<file path="config.mk">
export PLATFORM = sky130hd
export DESIGN_NAME = utf8_escape_formatter
export DESIGN_NICKNAME = d
export VERILOG_FILES = /design/src/rtl/core/utf8esc_pkg.sv /design/src/rtl/core/utf8_escape_formatter.sv
export SDC_FILE = /design/constraint.sdc
export NUM_CORES = 1
export LEC_CHECK = 0
export ABC_AREA = 0
export BUFFER_PORTS_ARGS = -buffer_cell sky130_fd_sc_hd__buf_2
export CORE_ASPECT_RATIO = 0.75
export CORE_MARGIN = 2
export CORE_UTILIZATION = 41
export DETAILED_ROUTE_END_ITERATION = 10
export PLACE_DENSITY = 0.62
export SKIP_LAST_GASP = 1
export SYNTH_ARGS = -nofsm -noshare
export SYNTH_HDL_FRONTEND = slang
export SYNTH_SLANG_ARGS = --single-unit
</file>
<file path="constraint.sdc">
create_clock -name clk -period 2.9 [get_ports clk]
set_clock_uncertainty 0.1 [all_clocks]
set_input_delay 0.145 -clock clk [delete_from_list [all_inputs] [get_ports clk]]
set_output_delay 0.145 -clock clk [all_outputs]
set_load 0.005 [all_outputs]
</file>
<file path="src/rtl/core/utf8esc_pkg.sv">
// Package with the job types and character helpers of the UTF-8 escape formatter.
package utf8esc_pkg;

	localparam int unsigned CpW  = 21;
	localparam int unsigned LenW = 4;

	localparam logic [7:0] ChBslash = 8'h5C;
	localparam logic [7:0] ChU      = 8'h75;
	localparam logic [7:0] ChN      = 8'h6E;
	localparam logic [7:0] ChQuote  = 8'h22;
	localparam logic [7:0] ChLbrace = 8'h7B;
	localparam logic [7:0] ChRbrace = 8'h7D;
	localparam logic [7:0] ChZero   = 8'h30;
	localparam logic [7:0] ChLowA   = 8'h61;

	// What one accepted byte turns into on the output side.
	typedef enum logic [1:0] {
		JOB_SINGLE,
		JOB_PAIR,
		JOB_HEX
	} job_kind_t;

	typedef struct packed {
		job_kind_t        kind;
		logic [7:0]       ch;
		logic [CpW-1:0]   value;
		logic [2:0]       ndig;
		logic [LenW-1:0]  len;
	} job_t;

	// Lower-case hex digit for one nibble.
	function automatic logic [7:0] hex_char(input logic [3:0] nib);
		if (nib < 4'd10) begin
			hex_char = ChZero + {4'd0, nib};
		end else begin
			hex_char = ChLowA + {4'd0, nib} - 8'd10;
		end
	endfunction

	// Number of hex digits with no leading zeros; zero itself takes one digit.
	function automatic logic [2:0] digit_count(input logic [CpW-1:0] v);
		if (v[20]) begin
			digit_count = 3'd6;
		end else if (v[19:16] != 4'd0) begin
			digit_count = 3'd5;
		end else if (v[15:12] != 4'd0) begin
			digit_count = 3'd4;
		end else if (v[11:8] != 4'd0) begin
			digit_count = 3'd3;
		end else if (v[7:4] != 4'd0) begin
			digit_count = 3'd2;
		end else begin
			digit_count = 3'd1;
		end
	endfunction

	// Nibble of the code point at the given position, counted from the low end.
	function automatic logic [3:0] nibble_at(input logic [CpW-1:0] v, input logic [2:0] pos);
		case (pos)
			3'd0:    nibble_at = v[3:0];
			3'd1:    nibble_at = v[7:4];
			3'd2:    nibble_at = v[11:8];
			3'd3:    nibble_at = v[15:12];
			3'd4:    nibble_at = v[19:16];
			3'd5:    nibble_at = {3'd0, v[20]};
			default: nibble_at = 4'd0;
		endcase
	endfunction

endpackage

</file>
<file path="src/rtl/core/utf8_escape_formatter.sv">
// Top level of the UTF-8 escape formatter: byte decoder, job register and character emitter.
//
// Each accepted byte is decoded combinationally into a job held in the job register, and the
// emitter sends that job's characters one per cycle through the output register while the
// output is not stalled. A new byte is taken in every cycle while the output keeps up and each
// byte gives at most one character. A byte that gives more holds the job register until its
// last character is sent: two characters for the escapes of newline, backslash and double
// quote, and 4 + d for a \u{...} escape with d hex digits, so up to 10 for the largest code
// point. An end-of-string transfer drops any partial UTF-8 sequence and gives no character.
// last_char marks the final character of each input byte.
module utf8_escape_formatter
	import utf8esc_pkg::*;
(
	input  logic       clk,
	input  logic       arst_n,
	input  logic       in_valid,
	output logic       in_stall,
	input  logic [7:0] in_byte,
	input  logic       end_of_string,
	output logic       out_valid,
	input  logic       out_stall,
	output logic [7:0] out_char,
	output logic       last_char
);

	// Decoder state and job stage.
	logic [CpW-1:0]  pend_q;
	logic [1:0]      rem_q;
	logic            job_vld_s1;
	job_t            job_s1;
	logic [LenW-1:0] idx_q;

	// Output register.
	logic            out_vld_q;
	logic [7:0]      out_char_q;
	logic            out_last_q;

	// Decode results.
	logic [CpW-1:0]  nxt_pend;
	logic [1:0]      nxt_rem;
	logic            dec_has_job;
	job_t            dec_job;
	logic [CpW-1:0]  cont_value;
	logic [CpW-1:0]  hex_value;
	logic [2:0]      hex_ndig;

	// Emitter signals.
	logic            out_free;
	logic            is_last;
	logic            job_done;
	logic            in_xfer;
	logic [7:0]      cur_char;
	logic [LenW-1:0] pos_full;

	assign cont_value = {pend_q[CpW-7:0], in_byte[5:0]};

	// Decode one byte against the pending sequence state.
	always_comb begin
		nxt_pend    = '0;
		nxt_rem     = 2'd0;
		dec_has_job = 1'b0;
		hex_value   = {13'd0, in_byte};
		dec_job     = '{kind: JOB_SINGLE, ch: in_byte, value: '0, ndig: 3'd1, len: 4'd1};
		if (end_of_string) begin
			dec_has_job = 1'b0;
		end else if (rem_q != 2'd0 && in_byte[7:6] == 2'b10) begin
			// Continuation byte of the pending sequence.
			nxt_rem = rem_q - 2'd1;
			if (rem_q == 2'd1) begin
				dec_has_job = 1'b1;
				dec_job.kind = JOB_HEX;
				hex_value = cont_value;
			end else begin
				nxt_pend = cont_value;
			end
		end else begin
			// Fresh byte; any pending sequence is abandoned.
			case (in_byte) inside
				8'h0A: begin
					dec_has_job = 1'b1;
					dec_job.kind = JOB_PAIR;
					dec_job.ch = ChN;
				end
				8'h5C: begin
					dec_has_job = 1'b1;
					dec_job.kind = JOB_PAIR;
					dec_job.ch = ChBslash;
				end
				8'h22: begin
					dec_has_job = 1'b1;
					dec_job.kind = JOB_PAIR;
					dec_job.ch = ChQuote;
				end
				[8'h00:8'h1F]: begin
					dec_has_job = 1'b1;
					dec_job.kind = JOB_HEX;
				end
				[8'h20:8'h7F]: begin
					dec_has_job = 1'b1;
				end
				[8'hC0:8'hDF]: begin
					nxt_pend = {16'd0, in_byte[4:0]};
					nxt_rem  = 2'd1;
				end
				[8'hE0:8'hEF]: begin
					nxt_pend = {17'd0, in_byte[3:0]};
					nxt_rem  = 2'd2;
				end
				[8'hF0:8'hF7]: begin
					nxt_pend = {18'd0, in_byte[2:0]};
					nxt_rem  = 2'd3;
				end
				default: begin
					dec_has_job = 1'b0;
				end
			endcase
		end
		hex_ndig = digit_count(hex_value);
		if (dec_job.kind == JOB_HEX) begin
			dec_job.value = hex_value;
			dec_job.ndig  = hex_ndig;
			dec_job.len   = {1'b0, hex_ndig} + 4'd4;
		end else if (dec_job.kind == JOB_PAIR) begin
			dec_job.len = 4'd2;
		end
	end

	// Character at the current index of the held job.
	assign pos_full = {1'b0, job_s1.ndig} + 4'd2 - idx_q;

	always_comb begin
		cur_char = job_s1.ch;
		case (job_s1.kind)
			JOB_SINGLE: cur_char = job_s1.ch;
			JOB_PAIR: begin
				cur_char = (idx_q == 4'd0) ? ChBslash : job_s1.ch;
			end
			JOB_HEX: begin
				if (idx_q == 4'd0) begin
					cur_char = ChBslash;
				end else if (idx_q == 4'd1) begin
					cur_char = ChU;
				end else if (idx_q == 4'd2) begin
					cur_char = ChLbrace;
				end else if (is_last) begin
					cur_char = ChRbrace;
				end else begin
					cur_char = hex_char(nibble_at(job_s1.value, pos_full[2:0]));
				end
			end
			default: cur_char = job_s1.ch;
		endcase
	end

	// Handshake between the job stage and the output register.
	assign out_free = !out_vld_q || !out_stall;
	assign is_last  = (idx_q == job_s1.len - 4'd1);
	assign job_done = job_vld_s1 && out_free && is_last;
	assign in_stall = job_vld_s1 && !job_done;
	assign in_xfer  = in_valid && !in_stall;

	// Decoder state, job register and character index.
	always_ff @(posedge clk or negedge arst_n) begin
		if (!arst_n) begin
			pend_q     <= '0;
			rem_q      <= 2'd0;
			job_vld_s1 <= 1'b0;
			idx_q      <= '0;
		end else begin
			if (in_xfer) begin
				pend_q     <= nxt_pend;
				rem_q      <= nxt_rem;
				job_vld_s1 <= dec_has_job;
				idx_q      <= '0;
			end else if (job_done) begin
				job_vld_s1 <= 1'b0;
				idx_q      <= '0;
			end else if (job_vld_s1 && out_free) begin
				idx_q <= idx_q + 4'd1;
			end
		end
	end

	always_ff @(posedge clk) begin
		if (in_xfer) begin
			job_s1 <= dec_job;
		end
	end

	// Output register loads a character whenever it is empty or being taken.
	always_ff @(posedge clk or negedge arst_n) begin
		if (!arst_n) begin
			out_vld_q <= 1'b0;
		end else if (out_free) begin
			out_vld_q <= job_vld_s1;
		end
	end

	always_ff @(posedge clk) begin
		if (out_free) begin
			out_char_q <= cur_char;
			out_last_q <= is_last;
		end
	end

	assign out_valid = out_vld_q;
	assign out_char  = out_char_q;
	assign last_char = out_last_q;

endmodule

</file>
==> qor.yml <==
yosys:
  ys_async_sr_fraction_pct: 33.3
  synth-seq-area-share_pct: 53.4
  netlist-cell-type-count: 59
  synth_edf_count: 46
  postSynthCellCount: 348
  syn_avg_cell_area_sq_um: 10.5
  yosysWarnings: 0
  ys_ff_latch: 69
  synth_flop_cell: "edfxtp_1"
  synth_nets: 374
  syn-cell-area_sq_um: 3670
detailed_routing:
  drt-initial-drc-count: 167
  routed_via_density: 5.27
  vias: 2591
  firstDrtPassIters: 7
  wl_per_cell_um: 16.0
  drtAntennaViolNets: 0
  drcViolationCount: 2
  drt_wl_total_um: 7870
setup_path:
  path_class: "reg -> reg"
  worstRegToRegCells: 10
  path_cells: "ha_1 -> inv_1 -> ha_2 -> xor2_4 -> xnor2_2 -> a211oi_1 -> o31a_2 -> a21boi_4 -> nor4bb_2 -> o22ai_1"
  cp_data_arrival_time_ns: 2.74
  r2r_start: "idx_q[1]"
  required_ns: 2.87
  cp-start-kind: "register"
  rrSetupSlack_ns: 0.13
  cp_max_fo: 5
  rr_endpoint: "out_char[4]"
  max_stage_delay_ns: 0.41
  endpoint: "out_char[4]"
  end_kind: "register"
  crit_start: "idx_q[1]"
  slowest_stage: "o31a_2"
floorplan:
  coreArea_sq_um: 8560
  start_util_pct: 42.8
  die-area_sq_um: 9720
  die_y_um: 85.9
  core.rowCount: 29
  die_x_um: 113
  io_pins: 24
clocking:
  cts.sinks: 69
  clk_pin_slew_ns: 0.05
  clock_latency_ns: 0.34
  ctsRootBufferMaster: "clkbuf_16"
  clk_path_buf_depth: 2
  numCtsBuffers: 9
  cts_htree_levels: 3
  cts_tree: "done"
cells_and_area:
  final_cell_mix: "50 x nand2_1, 46 x edfxtp_1, 23 x dfrtp_1, 23 x buf_2, 20 x and2_1"
  n_fill_cell: 782
  nets: 405
  final_cells: 492
  antenna_cells: 0
  drive_gt1_share_pct: 17.7
  layout_commonest_cell: "nand2_1"
  syn2layout_area_growth_pct: 17.3
pwr:
  p_leak_uw: 0.00173
  peakVddDrop_mv: 0.438
  p_switching_uw: 1480
  p_int_uw: 2720
  total_power_uw: 4190
  swShare_pct: 35.2
  clockPowerShare_pct: 25.6
  seqPwrFrac_pct: 33.8
  pwr-share-comb_pct: 40.6
  power_density_nw_per_um2: 975
outcome:
  status: "complete, but fails checks"
  violations: "DRC"
sta:
  setup_viol: 0
  maxSlewViolCount: 0
  hold_viol_final: 0
  layout_setup_ws_ns: 0.130
  tightest_slew_ns: 0.583
  fin_tns_setup_ns: 0
  fin_crit_ns: 2.77
  slew_headroom_pct: 61.1
  fmax_mhz: 361
  post-route-period-util_pct: 95.5
placement:
  dp_hpwl_um: 5790
  dp_cells: 471
  gp_congestion: 0.832
  port_buffers: 23
  dp_worst_setup_slack_ns: 0.0417
worst_hold_path:
  min_path_type: "in -> reg"
grt:
  grt_first_pass_wirelength_um: 13000
  grt_pass1_vias: 2443
  antenna_found_initial: 0
  grt_start_max_net_pins: 40
  grtUsageTotal_pct: 17.7
  grt-ovfl-total: 0
flow_run:
  cap_violations: 0
==> synth_stat cells, drive strengths merged (3+ instances only) <==
library cell	instances	area, sq um
inv	19	71.3
ha	13	163
a22o	5	43.8
xnor2	8	85.1
nand2	50	188
nand2b	8	50.1
o22ai	5	31.3
edfxtp	46	1380
buf	6	35.0
dfrtp	23	576
nand3	12	60.1
mux2	4	45.0
nor2	16	60.1
clkbuf	14	56.3
a21boi	4	33.8
nor3	7	40.0
o21ai	25	125
nor2b	8	50.1
o31ai	3	22.5
and3	3	18.8
a21oi	11	55.1
nor4	4	25.0
and2	20	125
or2	3	18.8
xor2	3	41.3
==> stage by stage <==
step                      util (%)  area, sq um  hold slack (ns)
after floorplan                  -         3670           -0.251
after global placement        45.9         3930           0.0738
after detailed placement      45.9         3930           0.0868
after CTS                     49.8         4260          0.00183
after global routing          50.2         4300           0.0201
final                         50.2         4300           0.0261
==> worst min-delay path by stage <==
stage                     from          to  slack (ns)  cells after the start
floorplan               arst_n    idx_q[0]       -0.25                      0
global placement        arst_n   pend_q[8]        0.07                      1
detailed placement      arst_n   pend_q[8]        0.09                      1
CTS                 in_byte[3]  job_s1[31]       0.002                      1
global route        in_byte[2]   pend_q[2]        0.02                      2
finish              in_byte[3]  job_s1[31]        0.03                      1
==> power by group through the flow <==
| stage | registers, uW | logic [uW] | clock network [uW] |
|---|---|---|---|
| global route | 1440 | 1900 | 1130 |
| floorplan | 1410 | 1150 | 0 |
| CTS | 1420 | 1600 | 1100 |
| finish | 1420 | 1700 | 1070 |
| global placement | 1430 | 1560 | 0 |
| detailed placement | 1440 | 1590 | 0 |
==> repair_timing <==
action                     CTS  global route
hold endpoints to repair    27             0
buffers inserted             0             1
hold buffers                 4             0
gates resized for setup      0             5
setup endpoints to repair    0             4
==> layout make-up <==
cell class / count / area [sq um] / share of cell area, %
clock inverter: 6 / 62.6 / 1.45
inverter: 19 / 71.3 / 1.66
sequential: 69 / 1960 / 45.5
tap: 108 / 135 / 3.14
multi-input combinational: 240 / 1580 / 36.7
clock buffer: 10 / 229 / 5.32
timing repair buffer: 40 / 265 / 6.17
==> cell families after synthesis <==
family	after synthesis	synth area share (%)
XOR/XNOR	11	3.45
multiplexers	6	2.22
adder cells (fa/ha/maj)	13	4.44
AO/OA/AOI/OAI	70	12.8
flip-flops	69	53.4
buffers and inverters	39	4.44
AND/OR/NAND/NOR	140	19.3
==> state kept, by name, summed over array words and instances, names as in the netlist <==
signal	count
out_valid	1
pend_q	15
job_vld_s1	1
rem_q	2
job_s1	37
idx_q	4
last_char	1
out_char	8
==> per-layer routing <==
metal	share of wire [%]	wire, um	up-vias	track usage, %
li1	-	-	1296	-
met2	43	3390	60	24.8
met3	6.3	497	8	5.44
met4	1.6	125	0	5.99
met5	0	0	-	0
met1	49	3860	1227	26.1
==> worst max-delay path: cells and delay by family (launching register included) <==
family / cells / cell delay (ns)
fa+ha+maj: 2 / 0.48
buf+inv: 1 / 0.04
simple gates: 1 / 0.26
flops: 1 / 0.37
compound gates: 4 / 0.80
xor+xnor: 2 / 0.46
(Power assumes the default switching activity.)
